## src/hw/rtl/bba_pkg.sv

```systemverilog
// Shared types and codes for the bitmap block allocator.
package bba_pkg;

  typedef enum logic [2:0] {
    OP_CONTIG  = 3'd0,
    OP_SCATTER = 3'd1,
    OP_IDX_START = 3'd2,
    OP_IDX_MEMBER = 3'd3,
    OP_QUERY   = 3'd4
  } op_e;

  typedef enum logic [1:0] {
    ST_OK      = 2'd0,
    ST_NOSPACE = 2'd1,
    ST_TAKEN   = 2'd2,
    ST_SKIPPED = 2'd3
  } status_e;

endpackage

```

## src/hw/rtl/bitmap_block_allocator.sv

```systemverilog
// Bitmap block allocator: one bit per block in a RAM, read one entry per cycle.
// After reset a clearing pass writes NUM_BLOCKS entries, one per cycle, before
// the first transaction is taken. A query or index start/member request that needs
// the map reads its block in S_RD, checks it in S_CHK and reports from S_FIN. A
// scattered request walks the map from its start block one entry per cycle. A
// contiguous request walks the same way to find its run, then writes the run one
// block per cycle. The map's single read port sets the walk rate. A finished
// result sits in an output register, so a new request is taken while it waits to
// be read.
module bitmap_block_allocator #(
  parameter int NUM_BLOCKS = 128
) (
  input  logic                    clk_i,
  input  logic                    rst_ni,
  input  logic                    in_valid_i,
  output logic                    in_ready_o,
  input  logic [2:0]              operation_i,
  input  logic [6:0]              block_i,
  input  logic [7:0]              count_i,
  output logic                    out_valid_o,
  input  logic                    out_ready_i,
  output logic [1:0]              status_o,
  output logic [6:0]              first_block_o,
  output logic [6:0]              last_block_o,
  output logic [7:0]              marked_count_o,
  output logic                    block_allocated_o
);
  import bba_pkg::*;

  localparam int AW = $clog2(NUM_BLOCKS);
  localparam int PW = AW + 1;
  localparam int CW = (PW > 8) ? PW + 1 : 9;

  typedef enum logic [2:0] {
    S_CLR, S_IDLE, S_SCAN, S_MARK, S_SCAT, S_RD, S_CHK, S_FIN
  } state_e;

  state_e          state_q, state_d;
  op_e             op_q, op_d;
  logic [6:0]      blk_q, blk_d;
  logic [7:0]      cnt_q, cnt_d;
  logic [PW-1:0]   ptr_q, ptr_d;
  logic [AW-1:0]   dptr_q, dptr_d;
  logic            pend_q, pend_d;
  logic            chk_q, chk_d;
  logic [7:0]      run_q, run_d;
  logic [AW-1:0]   first_q, first_d;
  logic [AW-1:0]   last_q, last_d;
  logic [7:0]      done_q, done_d;
  status_e         res_st_q, res_st_d;
  logic            res_bit_q, res_bit_d;
  logic [7:0]      members_q, members_d;
  logic            aborted_q, aborted_d;
  logic            out_valid_q, out_valid_d;
  logic [1:0]      out_st_q, out_st_d;
  logic [6:0]      out_first_q, out_first_d;
  logic [6:0]      out_last_q, out_last_d;
  logic [7:0]      out_cnt_q, out_cnt_d;
  logic            out_bit_q, out_bit_d;

  logic            we, re, rdata;
  logic [AW-1:0]   waddr, raddr;
  logic            wdata;
  logic            in_range, issue, bit_free;
  logic [CW-1:0]   lo_w;
  logic [7:0]      run_n, done_n;

  bba_ram #(.Width(1), .Depth(NUM_BLOCKS)) u_map (
    .clk_i   (clk_i),
    .we_i    (we),
    .waddr_i (waddr),
    .wdata_i (wdata),
    .re_i    (re),
    .raddr_i (raddr),
    .rdata_o (rdata)
  );

  assign in_ready_o        = (state_q == S_IDLE);
  assign out_valid_o       = out_valid_q;
  assign status_o          = out_st_q;
  assign first_block_o     = out_first_q;
  assign last_block_o      = out_last_q;
  assign marked_count_o    = out_cnt_q;
  assign block_allocated_o = out_bit_q;

  assign in_range = CW'(block_i) < CW'(NUM_BLOCKS);
  assign issue    = ptr_q < PW'(NUM_BLOCKS);
  assign bit_free = !rdata;
  assign run_n    = rdata ? 8'd0 : run_q + 8'd1;
  assign done_n   = done_q + 8'd1;
  assign lo_w     = CW'(dptr_q) + CW'(1) - CW'(cnt_q);

  always_comb begin
    state_d = state_q; op_d = op_q; blk_d = blk_q; cnt_d = cnt_q;
    ptr_d = ptr_q; dptr_d = dptr_q; pend_d = 1'b0; chk_d = chk_q;
    run_d = run_q; first_d = first_q; last_d = last_q; done_d = done_q;
    res_st_d = res_st_q; res_bit_d = res_bit_q;
    members_d = members_q; aborted_d = aborted_q;
    out_valid_d = out_valid_q && !out_ready_i;
    out_st_d = out_st_q; out_first_d = out_first_q; out_last_d = out_last_q;
    out_cnt_d = out_cnt_q; out_bit_d = out_bit_q;
    we = 1'b0; waddr = ptr_q[AW-1:0]; wdata = 1'b1;
    re = 1'b0; raddr = ptr_q[AW-1:0];

    unique case (state_q)
      S_CLR: begin
        we    = 1'b1;
        wdata = 1'b0;
        ptr_d = ptr_q + PW'(1);
        if (ptr_q[AW-1:0] == AW'(NUM_BLOCKS - 1)) begin
          state_d = S_IDLE;
        end
      end

      S_IDLE: begin
        if (in_valid_i) begin
          op_d      = op_e'(operation_i);
          blk_d     = block_i;
          cnt_d     = count_i;
          ptr_d     = PW'(block_i);
          run_d     = '0;
          done_d    = '0;
          first_d   = '0;
          last_d    = '0;
          res_st_d  = ST_OK;
          res_bit_d = 1'b0;
          chk_d     = 1'b1;
          state_d   = S_FIN;
          case (operation_i)
            OP_CONTIG: begin
              if (count_i == 8'd0) begin
                res_st_d = ST_OK;
              end else if (!in_range) begin
                res_st_d = ST_NOSPACE;
              end else begin
                state_d = S_SCAN;
              end
            end
            OP_SCATTER: begin
              if (!in_range) begin
                res_st_d = ST_NOSPACE;
              end else begin
                state_d = S_SCAT;
              end
            end
            OP_IDX_START: begin
              members_d = count_i;
              if (!in_range) begin
                aborted_d = 1'b1;
                res_st_d  = ST_TAKEN;
              end else begin
                state_d = S_RD;
              end
            end
            OP_IDX_MEMBER: begin
              if (members_q == 8'd0) begin
                res_st_d = ST_SKIPPED;
              end else begin
                members_d = members_q - 8'd1;
                if (aborted_q) begin
                  res_st_d = ST_SKIPPED;
                end else if (!in_range) begin
                  aborted_d = 1'b1;
                  res_st_d  = ST_TAKEN;
                end else begin
                  state_d = S_RD;
                end
              end
            end
            OP_QUERY: begin
              if (in_range) begin
                state_d = S_RD;
              end
            end
            default: ;
          endcase
        end
      end

      S_SCAN: begin
        re     = issue;
        pend_d = issue;
        dptr_d = ptr_q[AW-1:0];
        if (issue) begin
          ptr_d = ptr_q + PW'(1);
        end
        if (pend_q) begin
          run_d = run_n;
          if (run_n == cnt_q) begin
            first_d = lo_w[AW-1:0];
            last_d  = dptr_q;
            ptr_d   = PW'(lo_w[AW-1:0]);
            done_d  = cnt_q;
            state_d = S_MARK;
          end else if (!issue) begin
            res_st_d = ST_NOSPACE;
            state_d  = S_FIN;
          end
        end
      end

      S_MARK: begin
        we    = 1'b1;
        ptr_d = ptr_q + PW'(1);
        if (ptr_q[AW-1:0] == last_q) begin
          res_st_d = ST_OK;
          state_d  = S_FIN;
        end
      end

      S_SCAT: begin
        re     = issue;
        pend_d = issue;
        dptr_d = ptr_q[AW-1:0];
        if (issue) begin
          ptr_d = ptr_q + PW'(1);
        end
        if (pend_q) begin
          chk_d = 1'b0;
          if (chk_q && !bit_free) begin
            res_st_d = ST_TAKEN;
            state_d  = S_FIN;
          end else begin
            if (bit_free && done_q != cnt_q) begin
              we    = 1'b1;
              waddr = dptr_q;
              if (done_q == 8'd0) begin
                first_d = dptr_q;
              end
              last_d = dptr_q;
              done_d = done_n;
            end
            if (done_d == cnt_q) begin
              res_st_d = ST_OK;
              state_d  = S_FIN;
            end else if (!issue) begin
              res_st_d = ST_NOSPACE;
              state_d  = S_FIN;
            end
          end
        end
      end

      S_RD: begin
        re      = 1'b1;
        raddr   = AW'(blk_q);
        state_d = S_CHK;
      end

      S_CHK: begin
        state_d = S_FIN;
        if (op_q == OP_QUERY) begin
          res_bit_d = rdata;
        end else if (!bit_free) begin
          aborted_d = 1'b1;
          res_st_d  = ST_TAKEN;
        end else begin
          if (op_q == OP_IDX_START) begin
            aborted_d = 1'b0;
          end
          we      = 1'b1;
          waddr   = AW'(blk_q);
          first_d = AW'(blk_q);
          last_d  = AW'(blk_q);
          done_d  = 8'd1;
          res_st_d = ST_OK;
        end
      end

      S_FIN: begin
        if (!out_valid_q || out_ready_i) begin
          out_valid_d = 1'b1;
          out_st_d    = res_st_q;
          out_first_d = 7'(first_q);
          out_last_d  = 7'(last_q);
          out_cnt_d   = done_q;
          out_bit_d   = res_bit_q;
          state_d     = S_IDLE;
        end
      end

      default: state_d = S_IDLE;
    endcase
  end

  always_ff @(posedge clk_i or negedge rst_ni) begin
    if (!rst_ni) begin
      state_q     <= S_CLR;
      ptr_q       <= '0;
      pend_q      <= 1'b0;
      members_q   <= '0;
      aborted_q   <= 1'b0;
      out_valid_q <= 1'b0;
    end else begin
      state_q     <= state_d;
      ptr_q       <= ptr_d;
      pend_q      <= pend_d;
      members_q   <= members_d;
      aborted_q   <= aborted_d;
      out_valid_q <= out_valid_d;
    end
  end

  always_ff @(posedge clk_i) begin
    op_q        <= op_d;
    blk_q       <= blk_d;
    cnt_q       <= cnt_d;
    dptr_q      <= dptr_d;
    chk_q       <= chk_d;
    run_q       <= run_d;
    first_q     <= first_d;
    last_q      <= last_d;
    done_q      <= done_d;
    res_st_q    <= res_st_d;
    res_bit_q   <= res_bit_d;
    out_st_q    <= out_st_d;
    out_first_q <= out_first_d;
    out_last_q  <= out_last_d;
    out_cnt_q   <= out_cnt_d;
    out_bit_q   <= out_bit_d;
  end

endmodule

```

## src/hw/rtl/bba_ram.sv

```systemverilog
// Generic simple dual-port RAM with registered read.
module bba_ram #(
  parameter int Width = 1,
  parameter int Depth = 128
) (
  input  logic                     clk_i,
  input  logic                     we_i,
  input  logic [$clog2(Depth)-1:0] waddr_i,
  input  logic [Width-1:0]         wdata_i,
  input  logic                     re_i,
  input  logic [$clog2(Depth)-1:0] raddr_i,
  output logic [Width-1:0]         rdata_o
);

  logic [Width-1:0] mem [Depth];

  always_ff @(posedge clk_i) begin
    if (we_i) begin
      mem[waddr_i] <= wdata_i;
    end
    if (re_i) begin
      rdata_o <= mem[raddr_i];
    end
  end

endmodule

```

## config.mk

```make
export PLATFORM = sky130hd
export DESIGN_NAME = bitmap_block_allocator
export DESIGN_NICKNAME = d
export VERILOG_FILES = /design/src/hw/rtl/bba_pkg.sv /design/src/hw/rtl/bitmap_block_allocator.sv /design/src/hw/rtl/bba_ram.sv
export SDC_FILE = /design/constraint.sdc
export NUM_CORES = 1
export LEC_CHECK = 0
export BUFFER_PORTS_ARGS = -buffer_cell sky130_fd_sc_hd__buf_2
export CORE_ASPECT_RATIO = 1.5
export CORE_MARGIN = 2
export CORE_UTILIZATION = 50
export DETAILED_ROUTE_END_ITERATION = 8
export PLACE_DENSITY = 0.66
export SLEW_MARGIN = 5
export SYNTH_ARGS = -nofsm -noshare
export SYNTH_HDL_FRONTEND = slang
export SYNTH_HIERARCHICAL = 1
export SYNTH_SLANG_ARGS = --single-unit
```

## constraint.sdc

```tcl
create_clock -name clk_i -period 5.3 [get_ports clk_i]
set_clock_uncertainty 0.2 [all_clocks]
set_input_delay 1.325 -clock clk_i [delete_from_list [all_inputs] [get_ports clk_i]]
set_output_delay 1.325 -clock clk_i [all_outputs]
set_load 0.01 [all_outputs]
```

==> results.md <==
- Leaving out fill and tap cells, the most frequent cells in the layout are edfxtp_1, nor2_1, nand2_1, o21ai_0, buf_2.
- No sink is reached through more buffers than the 3 on the longest clock path.
- The die is roughly 130 um wide.
- The critical path launch point type is a flip-flop.
- The final hold violation count is 0.
- The TritonCTS clock tree is done.
- The type of the worst setup path is flip-flop to flip-flop.
- The cell count after synthesis is 1027.
- Summing all flip-flop and latch instances after layout gives 6947 um^2.
- The root cell of the clock tree is clkbuf_16.
- The total wire length after detailed routing is 30800 um.
- The most common cell after layout, fill and taps aside is edfxtp_1.
- In the finished design, the share of the clock period the worst path needs comes to between 80% and 90%.
- The number of placement rows is 69.
- The detailed-route vias per instance is approximately 6.0.
- The worst setup path is captured at a flip-flop.
- The later pin in the worst-skew pair is clocked with a latency of about 0.54 ns.
- The CTS buffer count is 23.
- The number of max-slew violations in the final report is 0.
- At the end of routability-driven placement, the weighted congestion stood at 0.9375.
- Sequential cells burn between 30% and 40% of the power.
- The data arrival time of the critical path is around 4.4 ns.
- The total clock sinks is ~240.
- The height of the die is 194.5 um.
- Cells with a size suffix above 1 make up 14.09% of the layout.
- The number of I/O pins is between 40 and 50.
- The initial antenna violation count is 0.
- The clock transition at the register clock pins on the worst setup and hold paths after CTS is roughly 0.06 ns.
- The part of the total power dissipated in combinational logic is 37.9%.
- The analysis attributes to net switching a power of 0.002675 W.
- In this run, the number of DRC markers left after iteration 0 of detailed routing was 562.
- The highest-delay cell along the critical path is a221oi_1.
- The type of the tightest min-delay check is flip-flop to flip-flop.
- 0 antenna diodes ended up in the layout.
- Headroom to the max-slew limit came out at 27.74%.
- Setup repair after global routing left no endpoint under its margin.
- In this run the number of H-tree levels came out at 1.
- After global routing the overflow that remains totals 0.
- The pin count of the biggest net entering global routing is 130.
- For this run, the total global-route usage over all layers was measured as 24.85%.
- Of all flip-flops after synthesis, the portion carrying an async set or reset was 9.362%.
- The top fanout value on the critical path is 14.
- The mean instance size in the synthesized netlist is between 10 and 15 um^2.
- The post-CTS repair timing setup buffer count is 0.
- The total half-perimeter wirelength after legalization and detailed placement is 21530 um.
- The count of instances resized after the clock tree is built is 0.
- In this run, placement finished with an instance count of 1356.
- The count of TritonRoute iterations in the first routing pass is 6.
- Summed over all cells, the static leakage comes to around 4.7 nW.
- The most common flop cell mapped by yosys is edfxtp_1.
- The tool flagged a number of max-cap violations equal to 0.
- The net count of the mapped netlist is ~1100.
- The number of distinct standard cells referenced by the synthesized netlist is between 80 and 90.
- The share of power burned in the clock network is 24.0%.
- The floorplan core area is 23740 um^2.
- The maximum vdd drop is 330.7 uV.
- The area added between synthesis and finish is 10.87%.
- The smallest clock period supported by the final layout is computed as 4.413 ns.
- The count of nets after finishing is 1103.
- The via count of the first global-routing pass was 8567.
- Setup slack closes at 0.8868 ns.
- The first global-routing pass estimated 47970 um of wire.
- The count of yosys warnings during synthesis is 6.
- The worst hold slack is 0.2183 ns.
- The synthesized flop and latch total is about 240.
- For this design, the CTS-stage hold fixing added 0 buffers.
- For this configuration, the core starts out at a cell density of approximately 51%.
- The worst setup slack before clock tree synthesis is 1.051 ns.
- STA puts the critical path data required time at around 5.3 ns.
- The flow ran to the end, and the final reports show no timing, DRC or antenna violations.
- The transition at the pin with the smallest max-transition slack is about 1.1 ns.
- For the final routed database, the setup TNS stands at 0 ns.
- The part of the Yosys area used for sequential elements is a little under three fifths.
- The timing-limited maximum frequency is roughly 230 MHz.
- The multi-input logic area is a little under 5000 um^2.
- The routed layout has 8454 vias.
- The die covers 25490 um^2.
- The non-filler instance count after layout is between 1000 and 1500.
- The detail route stage leaves a number of antenna-violating nets equal to 0.
- For this design the ratio of total power to cell area is between 500 and 600 nW/um^2.
- The cell internal power dissipation is 0.004352 W.
- Setup violations remaining at the end of the flow were counted as 0.
- Net switching is between 30% and 40% of the power.
- The delay contributed by the slowest stage of the critical path is a little under 0.9 ns.
- The routed length per placed instance is 22.03 um.
- The count of port buffers added during placement is 48.
- After synthesis the cells add up to 12100 um^2.
- Walking the worst path, the cells encountered are xor2_1 > nor4_1 > a31oi_1 > buf_4 > nand2_1 > mux2i_1 > a221oi_1 > nand3_1 > nor2_1.
- The remaining design rule violation count is 0.
- The number of enable-type register cells in the synthesized netlist is 213.
- The filler cells instantiated in the layout total approximately 2000.
## final timing paths
path	start	endpoint	slack (ns)	depth (start not counted)
max	done_q[2]	u_map/mem[59]	0.89	9
min	first_q[1]	first_block_o[1]	0.22	0
max reg2reg	done_q[2]	u_map/mem[59]	0.89	9
min reg2reg	first_q[1]	first_block_o[1]	0.22	0
max in group asynchronous	rst_ni	out_valid_o	3.90	1
min in group asynchronous	rst_ni	ptr_q[7]	0.60	1
## power by group through the flow
stage / combinational, W / sequential (W) / clock, W
5_1_grt: 0.00289 / 0.00272 / 0.00177
4_1_cts: 0.00265 / 0.00267 / 0.00171
6_report: 0.00266 / 0.00268 / 0.00168
3_3_place_gp: 0.00262 / 0.00271 / 0
2_1_floorplan: 0.00202 / 0.00254 / 0
3_5_place_dp: 0.00264 / 0.00271 / 0
## critical path: cells and delay by family, from the launching register on
kind | cells | cell delay (ns)
buf+inv | 1 | 0.23
simple gates | 4 | 1.81
mux | 1 | 0.08
flops | 1 | 0.50
compound gates | 2 | 1.04
xor+xnor | 1 | 0.25
## Yosys cell counts (22+ instances only)
cell | instances | area (um^2)
clkbuf_1 | 41 | 153.9
nor2_1 | 180 | 675.7
nor3_1 | 22 | 110.1
o21ai_0 | 50 | 250.2
inv_1 | 34 | 127.6
a21oi_1 | 26 | 130.1
nand3_1 | 25 | 125.1
edfxtp_1 | 213 | 6396
mux4_2 | 26 | 585.6
nand2_1 | 74 | 277.8
xnor2_1 | 32 | 280.3
dfrtp_1 | 22 | 550.5
## stage by stage
step / utilization [%] / total power, W / cell area (um^2)
6_report: 56.51 / 0.007027 / 13420
5_1_grt: 56.51 / 0.007381 / 13420
4_1_cts: 56.51 / 0.007036 / 13420
3_5_place_dp: 53.30 / 0.005353 / 12650
3_3_place_gp: 53.30 / 0.005324 / 12650
2_1_floorplan: - / 0.004565 / 12100
## flip-flops by register name, summed over array words and instances, names as in the netlist, 8 cells and up
register / cells
cnt_q: 8
done_q: 8
marked_count_o: 8
members_q: 8
ptr_q: 8
run_q: 8
u_map/mem: 128
## kinds of logic (layout without fill, tap and decap cells)
logic type                 after synthesis  in the layout  synth area share [%]
and+or+nand+nor                        400            400                 15.45
muxes                                   57             57                 8.426
xor gates and xnor gates                49             49                 3.660
DFF                                    235            235                 57.40
adders and majority gates               21             21                 2.192
buffers and inverters                   91            143                 3.019
AOI/OAI and AO/OA                      174            174                 9.853
## area by class of cell
class	count	area share, %
Sequential cell	235	51.78
Multi-Input combinational cell	701	35.79
Clock buffer	30	4.635
Tap cell	319	2.975
Timing Repair Buffer	66	2.798
Clock inverter	12	1.044
Inverter	35	0.9792
## routing by layer
layer  vias up  track usage [%]  wire length, um
met5         -                0                0
met3        93            2.863             1624
met1      4148            28.26            10940
li1       3912                -                -
met4         0            12.49             1708
met2       301            45.06            16530
(Power assumes the default switching activity.)
